## config.mk

```make
export PLATFORM = sky130hd
export DESIGN_NAME = utf16_to_utf8_transcoder_top
export DESIGN_NICKNAME = d
export VERILOG_FILES = /design/src/sv/u16u8_pkg.sv /design/src/sv/utf16_to_utf8_transcoder_top.sv /design/src/sv/u16u8_front.sv /design/src/sv/u16u8_queue.sv /design/src/sv/u16u8_back.sv
export SDC_FILE = /design/constraint.sdc
export NUM_CORES = 1
export LEC_CHECK = 0
export ABC_AREA = 1
export BUFFER_PORTS_ARGS = -buffer_cell sky130_fd_sc_hd__buf_2
export CORE_MARGIN = 2
export CORE_UTILIZATION = 25
export CTS_CLUSTER_DIAMETER = 40
export DETAILED_ROUTE_END_ITERATION = 16
export SYNTH_ARGS = -nofsm -noshare
export SYNTH_HDL_FRONTEND = slang
export SYNTH_SLANG_ARGS = --single-unit
```

## constraint.sdc

```tcl
create_clock -name i_clk -period 7 [get_ports i_clk]
set_input_delay 1.4 -clock i_clk [delete_from_list [all_inputs] [get_ports i_clk]]
set_output_delay 1.4 -clock i_clk [all_outputs]
set_load 0.02 [all_outputs]
```

## src/sv/u16u8_pkg.sv

```systemverilog
// shared types, constants and byte encoder for the utf-16 to utf-8 transcoder
`default_nettype none
package u16u8_pkg;

    // surrogate ranges, tested on the upper six bits of a code unit
    localparam logic [5:0]  HI_TAG     = 6'b110110;
    localparam logic [5:0]  LO_TAG     = 6'b110111;
    localparam logic [20:0] SUPP_BASE  = 21'h10000;
    localparam logic [15:0] LIM_ONE    = 16'h0080;
    localparam logic [15:0] LIM_TWO    = 16'h0800;
    localparam logic [7:0]  LEAD_TWO   = 8'hC0;
    localparam logic [7:0]  LEAD_THREE = 8'hE0;
    localparam logic [7:0]  LEAD_FOUR  = 8'hF0;
    localparam logic [7:0]  CONT_MARK  = 8'h80;

    localparam int unsigned Q_DEPTH = 4;
    localparam int unsigned Q_AW    = $clog2(Q_DEPTH);

    // encoded length of one character, code is byte count minus one
    typedef enum logic [1:0] {
        LEN_1 = 2'd0,
        LEN_2 = 2'd1,
        LEN_3 = 2'd2,
        LEN_4 = 2'd3
    } t_len;

    typedef struct packed {
        logic [20:0] cp;
        t_len        len;
    } t_char;

    typedef struct packed {
        logic  push;
        t_char data;
    } t_push;

    typedef struct packed {
        logic full;
        logic empty;
    } t_q_status;

    // byte idx of the utf-8 encoding of a code point
    function automatic logic [7:0] enc_byte(input t_char c, input logic [1:0] idx);
        logic [7:0] b;
        b = 8'h00;
        case (c.len)
            LEN_1: b = {1'b0, c.cp[6:0]};
            LEN_2: begin
                case (idx)
                    2'd0:    b = LEAD_TWO | {3'b000, c.cp[10:6]};
                    default: b = CONT_MARK | {2'b00, c.cp[5:0]};
                endcase
            end
            LEN_3: begin
                case (idx)
                    2'd0:    b = LEAD_THREE | {4'b0000, c.cp[15:12]};
                    2'd1:    b = CONT_MARK | {2'b00, c.cp[11:6]};
                    default: b = CONT_MARK | {2'b00, c.cp[5:0]};
                endcase
            end
            default: begin
                case (idx)
                    2'd0:    b = LEAD_FOUR | {5'b00000, c.cp[20:18]};
                    2'd1:    b = CONT_MARK | {2'b00, c.cp[17:12]};
                    2'd2:    b = CONT_MARK | {2'b00, c.cp[11:6]};
                    default: b = CONT_MARK | {2'b00, c.cp[5:0]};
                endcase
            end
        endcase
        return b;
    endfunction

endpackage
`default_nettype wire

```

## src/sv/utf16_to_utf8_transcoder_top.sv

```systemverilog
// top level of the utf-16 to utf-8 transcoder
//
// channel   dir  payload                                     ends with
// s_axis    in   tdata[15:0] code_unit, tlast end_of_string  tvalid && tready
// m_axis    out  tdata[7:0] utf8_byte, tlast char_done       tvalid && tready
//
// one output byte per cycle unless the output stalls or the queue is empty; a bmp
// unit gives 1 to 3 bytes, a surrogate pair 4 over its two units; the back end's serializer sets this rate
// input units enter every cycle while the 4-entry character queue has room
// output byte to first byte of the next character needs no bubble
// reset is synchronous, active low, and clears the held surrogate and the queue
// a stalled output holds its byte in the output register while the front goes on
`default_nettype none
module utf16_to_utf8_transcoder_top (
    input  wire logic        i_clk,
    input  wire logic        i_rst_n,
    // slave side
    input  wire logic        s_axis_tvalid,
    output      logic        s_axis_tready,
    input  wire logic [15:0] s_axis_tdata,   // [15:0] code_unit
    input  wire logic        s_axis_tlast,   // end_of_string
    // master side
    output      logic        m_axis_tvalid,
    input  wire logic        m_axis_tready,
    output      logic [7:0]  m_axis_tdata,   // [7:0] utf8_byte
    output      logic        m_axis_tlast    // char_done
);

    u16u8_pkg::t_push     w_push;
    u16u8_pkg::t_char     w_head;
    u16u8_pkg::t_q_status w_q_status;
    logic                 w_pop;

    // classify units, hold high surrogates, build code points
    u16u8_front u_front (
        .i_clk      (i_clk),
        .i_rst_n    (i_rst_n),
        .i_valid    (s_axis_tvalid),
        .i_unit     (s_axis_tdata),
        .i_eos      (s_axis_tlast),
        .i_q_status (w_q_status),
        .o_ready    (s_axis_tready),
        .o_push     (w_push)
    );

    // decouples unit intake from byte output
    u16u8_queue u_queue (
        .i_clk    (i_clk),
        .i_rst_n  (i_rst_n),
        .i_push   (w_push),
        .i_pop    (w_pop),
        .o_head   (w_head),
        .o_status (w_q_status)
    );

    // emits one byte per cycle into the output register unless the output stalls or the queue is empty
    u16u8_back u_back (
        .i_clk      (i_clk),
        .i_rst_n    (i_rst_n),
        .i_head     (w_head),
        .i_q_status (w_q_status),
        .i_ready    (m_axis_tready),
        .o_pop      (w_pop),
        .o_valid    (m_axis_tvalid),
        .o_byte     (m_axis_tdata),
        .o_last     (m_axis_tlast)
    );

    // queue status never claims full and empty at once
    assert property (@(posedge i_clk) disable iff (!i_rst_n)
        !(w_q_status.full && w_q_status.empty))
        else $error("queue full and empty together");

    // a character leaves the queue only when one is there
    assert property (@(posedge i_clk) disable iff (!i_rst_n)
        w_pop |-> !w_q_status.empty)
        else $error("pop from empty queue");

    // nothing is offered right after reset
    assert property (@(posedge i_clk)
        !i_rst_n |=> !m_axis_tvalid)
        else $error("output valid after reset");

endmodule
`default_nettype wire

```

## src/sv/u16u8_front.sv

```systemverilog
// front end: accepts code units, pairs surrogates and queues whole characters
`default_nettype none
module u16u8_front (
    input  wire logic                  i_clk,
    input  wire logic                  i_rst_n,
    input  wire logic                  i_valid,
    input  wire logic [15:0]           i_unit,
    input  wire logic                  i_eos,
    input  wire u16u8_pkg::t_q_status  i_q_status,
    output      logic                  o_ready,
    output      u16u8_pkg::t_push      o_push
);

    logic       r_pending;
    logic [9:0] r_held;
    logic       n_pending;
    logic [9:0] n_held;
    logic       w_acc;
    logic       w_is_high;
    logic       w_is_low;
    logic       w_pair;

    assign o_ready   = !i_q_status.full;
    assign w_acc     = i_valid && o_ready;
    assign w_is_high = (i_unit[15:10] == u16u8_pkg::HI_TAG);
    assign w_is_low  = (i_unit[15:10] == u16u8_pkg::LO_TAG);
    assign w_pair    = r_pending && w_is_low;

    always_comb begin
        o_push = '0;
        o_push.push = w_acc && (w_pair || (!w_is_high && !w_is_low));
        if (w_pair) begin
            o_push.data.cp  = u16u8_pkg::SUPP_BASE + {1'b0, r_held, i_unit[9:0]};
            o_push.data.len = u16u8_pkg::LEN_4;
        end else begin
            o_push.data.cp = {5'b00000, i_unit};
            if (i_unit < u16u8_pkg::LIM_ONE) begin
                o_push.data.len = u16u8_pkg::LEN_1;
            end else if (i_unit < u16u8_pkg::LIM_TWO) begin
                o_push.data.len = u16u8_pkg::LEN_2;
            end else begin
                o_push.data.len = u16u8_pkg::LEN_3;
            end
        end
    end

    // a held high surrogate lives for exactly one following unit
    always_comb begin
        n_pending = r_pending;
        n_held    = r_held;
        if (w_acc) begin
            n_pending = w_is_high && !i_eos;
            n_held    = (w_is_high && !i_eos) ? i_unit[9:0] : 10'd0;
        end
    end

    always_ff @(posedge i_clk) begin
        if (!i_rst_n) begin
            r_pending <= 1'b0;
            r_held    <= 10'd0;
        end else begin
            r_pending <= n_pending;
            r_held    <= n_held;
        end
    end

endmodule
`default_nettype wire

```

## src/sv/u16u8_queue.sv

```systemverilog
// small character queue between front and back
`default_nettype none
module u16u8_queue (
    input  wire logic                  i_clk,
    input  wire logic                  i_rst_n,
    input  wire u16u8_pkg::t_push      i_push,
    input  wire logic                  i_pop,
    output      u16u8_pkg::t_char      o_head,
    output      u16u8_pkg::t_q_status  o_status
);

    localparam int unsigned CW = u16u8_pkg::Q_AW + 1;

    u16u8_pkg::t_char              r_mem [u16u8_pkg::Q_DEPTH];
    logic [u16u8_pkg::Q_AW-1:0]    r_wptr;
    logic [u16u8_pkg::Q_AW-1:0]    r_rptr;
    logic [CW-1:0]                 r_count;
    logic [CW-1:0]                 n_count;

    assign o_head         = r_mem[r_rptr];
    assign o_status.full  = (r_count == CW'(u16u8_pkg::Q_DEPTH));
    assign o_status.empty = (r_count == '0);

    always_comb begin
        n_count = r_count;
        if (i_push.push && !i_pop) begin
            n_count = r_count + 1'b1;
        end else if (!i_push.push && i_pop) begin
            n_count = r_count - 1'b1;
        end
    end

    always_ff @(posedge i_clk) begin
        if (i_push.push) begin
            r_mem[r_wptr] <= i_push.data;
        end
    end

    always_ff @(posedge i_clk) begin
        if (!i_rst_n) begin
            r_wptr  <= '0;
            r_rptr  <= '0;
            r_count <= '0;
        end else begin
            if (i_push.push) begin
                r_wptr <= r_wptr + 1'b1;
            end
            if (i_pop) begin
                r_rptr <= r_rptr + 1'b1;
            end
            r_count <= n_count;
        end
    end

endmodule
`default_nettype wire

```

## src/sv/u16u8_back.sv

```systemverilog
// back end: serializes each queued character into utf-8 bytes
`default_nettype none
module u16u8_back (
    input  wire logic                  i_clk,
    input  wire logic                  i_rst_n,
    input  wire u16u8_pkg::t_char      i_head,
    input  wire u16u8_pkg::t_q_status  i_q_status,
    input  wire logic                  i_ready,
    output      logic                  o_pop,
    output      logic                  o_valid,
    output      logic [7:0]            o_byte,
    output      logic                  o_last
);

    logic [1:0] r_idx;
    logic       r_valid;
    logic [7:0] r_byte;
    logic       r_last;
    logic       w_load;
    logic       w_is_last;

    assign w_load    = !i_q_status.empty && (!r_valid || i_ready);
    assign w_is_last = (r_idx == 2'(i_head.len));
    assign o_pop     = w_load && w_is_last;
    assign o_valid   = r_valid;
    assign o_byte    = r_byte;
    assign o_last    = r_last;

    always_ff @(posedge i_clk) begin
        if (w_load) begin
            r_byte <= u16u8_pkg::enc_byte(i_head, r_idx);
            r_last <= w_is_last;
        end
    end

    always_ff @(posedge i_clk) begin
        if (!i_rst_n) begin
            r_valid <= 1'b0;
            r_idx   <= 2'd0;
        end else begin
            if (w_load) begin
                r_valid <= 1'b1;
                r_idx   <= w_is_last ? 2'd0 : r_idx + 2'd1;
            end else if (i_ready) begin
                r_valid <= 1'b0;
            end
        end
    end

endmodule
`default_nettype wire

```

==> flow_summary.yaml <==
final_layout:
  ff_latch_area_um2: 3490
  nets: 614
  final_area_um2: 6550
  drive_gt1_share_pct: 15.3
  nFillCells: 2262
  multi_input_area_um2: 1780
  final_common_cell: "nand2_1"
  diodes: 0
  mostFrequentLayoutCells: "153 x nand2_1, 101 x edfxtp_1, 46 x nor2_1"
  area_delta_synth_final_pct: 18.6
clocking:
  cts_resized: 0
  cts_tree: "done"
  postCtsSetupBuffers: 0
  numCtsBuffers: 17
  cts_buffer_depth: 2
  clock-sinks: 124
  clkSlewWorstSetupHoldPaths_ps: 50
  clk_latency_ps: 410
  hold_buffers: 0
  cts_root_buf: "clkbuf_16"
  h-tree-depth: 4
logic_synthesis:
  synth_mux_area_share_pct: 0
  avgSynthCellArea_um2: 10.1
  syn_inst: 545
  synth_top_family_by_area: "simple AND/OR/NAND/NOR gates"
  synth-xor-area-share_pct: 0.634
  synthAdderAreaFrac_pct: 2.85
  synth_area_um2: 5530
  synth_compound_area_share_pct: 7.11
  yosysWarnings: 0
  ys_async_sr_fraction_pct: 0
  synth_edf_count: 101
  ys_ff_latch: 124
  yosysSeqAreaShare_pct: 63.2
  synth_fp_nets: 578
  synth.distinct_cells: 34
  synthSimpleGateAreaFrac_pct: 21.5
  ys.flop_type: "edfxtp_1"
power:
  power.internal_mw: 1.69
  p_comb_share_pct: 28.0
  netSwitchingPower_mw: 0.844
  p_seq_share_pct: 38.2
  power_leakage_nw: 2.48
  p_sw_share_pct: 33.3
  p_per_area_nw_per_um2: 387
  finalPower_mw: 2.54
  ir_worst_vdd_uv: 132
  clockPowerShare_pct: 33.7
timing:
  holdWs_ps: 471
  finalSetupViolations: 0
  fin_setup_tns_ps: 0
  rsz0062_at_grt: "false"
  fmax_ghz: 0.309
  slew_violations: 0
  timing.final.ws_setup_ps: 3760
  relSlewSlack_pct: 17.3
  hold_viol: 0
  finClkSkew_ps: 15.2
  timing.final.crit_share_pct: 46.3
  fin_crit_ps: 3240
  worst_pin_slew_ps: 1240
place:
  gp_congestion: 0.763
  port-buffer-count: 31
  hpwl_um: 8690
  post-place-ws_ps: 3290
  post_dp_cell_area_um2: 5970
routing:
  wirelength_um: 12600
  drt_iter0_drc: 373
  drt-vias-per-instance: 4.33
  ant_nets: 0
  dr_wl_met3_um: 426
  num_vias: 3785
  drc: 0
  drt-wirelength-per-cell_um: 14.5
  wl_met1_um: 6110
  first_pass_iters: 4
  top_layer_used: "met4"
  wl_met2_um: 6030
global_routing:
  grt_pass1_vias: 3622
  gr-total-overflow: 0
  grt_max_degree: 47
  antenna_found_initial: 0
  grt_pass1_wl_um: 20400
  grt.total_usage_pct: 11.2
critical_path:
  cp.required_ps: 7300
  critical_path_class: "flip-flop to flip-flop"
  critPathArrivalTime_ps: 3540
  worstSetupStartpointType: "flip-flop"
  end_kind: "flip-flop"
  cp_max_fo: 46
die:
  io_pins: 32
  core-area_um2: 21800
  start_util_pct: 25.4
  dieArea_um2: 23300
  die_h_um: 153
  num_rows: 54
  die_w_um: 153
run_status:
  outcome: "complete, no violations"
run:
  maxCapViolCount: 0
worst_hold_path:
  min_path_type: "flip-flop to flip-flop"
## final timing paths
check / start / end / slack (ps) / cells past startpoint
max: flip-flop / u_queue.r_count[2]$_SDFFE_PN0P_ / 3760 / 16
min: u_front.r_held[1]$_SDFFE_PN0P_ / u_front.r_held[1]$_SDFFE_PN0P_ / 470 / 2
max reg2reg: flip-flop / u_queue.r_count[2]$_SDFFE_PN0P_ / 3760 / 16
min reg2reg: u_front.r_held[1]$_SDFFE_PN0P_ / u_front.r_held[1]$_SDFFE_PN0P_ / 470 / 2
## stage by stage
stage                     instances  utilization [%]
after detailed placement        842             27.4
after global routing            874             30.1
after floorplan                 545                -
after CTS                       874             30.1
after global placement          842             27.4
final                           874             30.1
## logic make-up (layout without fill, tap and decap cells)
logic type,count (synthesis),in the layout
buffers and inverters,58,107
AO/OA/AOI/OAI,73,73
XOR/XNOR,4,4
adder cells (fa/ha/maj),12,12
flip-flops,124,124
AND/OR/NAND/NOR,274,274
## routing by layer
layer | up-vias | track usage [%]
met5 | - | 0
met4 | 0 | 3.79
met3 | 4 | 2.39
met2 | 69 | 17.8
met1 | 1787 | 15.3
li1 | 1925 | -
## flip-flops by register name, summed over array words and instances (netlist names), named ones only
register / cells
u_back.o_byte: 8
u_back.o_last: 1
u_back.o_valid: 1
u_back.r_idx: 2
u_front.r_held: 10
u_front.r_pending: 1
u_queue.r_count: 3
u_queue.r_mem: 92
u_queue.r_rptr: 2
u_queue.r_wptr: 2
## critical path, stage by stage, from the launching register on
cell and delay [ps]:
dfxtp_1 290, buf_4 270, inv_2 420, buf_4 380
nand2_1 100, nand3_1 200, nand2_4 120, nand2_1 90
nand2_2 80, nand3_4 110, ha_1 160, inv_1 60
fa_1 370, a21oi_1 140, o21ai_0 120, o21ai_0 150
a21oi_1 50
## synth_stat cells, types with 2 or more instances
master | number | area (um^2)
a21oi_1 | 23 | 115
buf_2 | 6 | 30.0
buf_6 | 4 | 45.0
clkbuf_1 | 9 | 33.8
dfxtp_1 | 23 | 460
edfxtp_1 | 101 | 3030
ha_1 | 11 | 138
inv_1 | 33 | 124
inv_2 | 4 | 15.0
nand2_1 | 153 | 574
nand2_2 | 7 | 43.8
nand2_4 | 3 | 33.8
nand3_1 | 44 | 220
nand3_2 | 3 | 30.0
nand4_1 | 4 | 25.0
nor2_1 | 50 | 188
nor3_1 | 5 | 25.0
o21a_1 | 3 | 22.5
o21ai_0 | 33 | 165
o21ai_1 | 7 | 35.0
o22ai_1 | 3 | 18.8
or2_1 | 2 | 12.5
xor2_1 | 3 | 26.3
## area by class of cell
cell class	instances	share of cell area, %
inverters	38	2.18
multi-input cells	363	27.2
flip-flops and latches	124	53.3
clock inverters	14	2.33
repair buffers	37	3.06
well taps	280	5.35
clock buffers	18	6.55
## power groups by stage
| stage | registers, mW | logic (mW) | clock network, mW |
|---|---|---|---|
| 5_1_grt | 0.981 | 0.815 | 0.909 |
| 3_5_place_dp | 0.986 | 0.718 | 0 |
| 4_1_cts | 0.972 | 0.721 | 0.874 |
| 6_report | 0.971 | 0.711 | 0.856 |
| 2_1_floorplan | 1.02 | 0.477 | 0 |
| 3_3_place_gp | 0.986 | 0.710 | 0 |
Power figures use the tool's default switching activity.
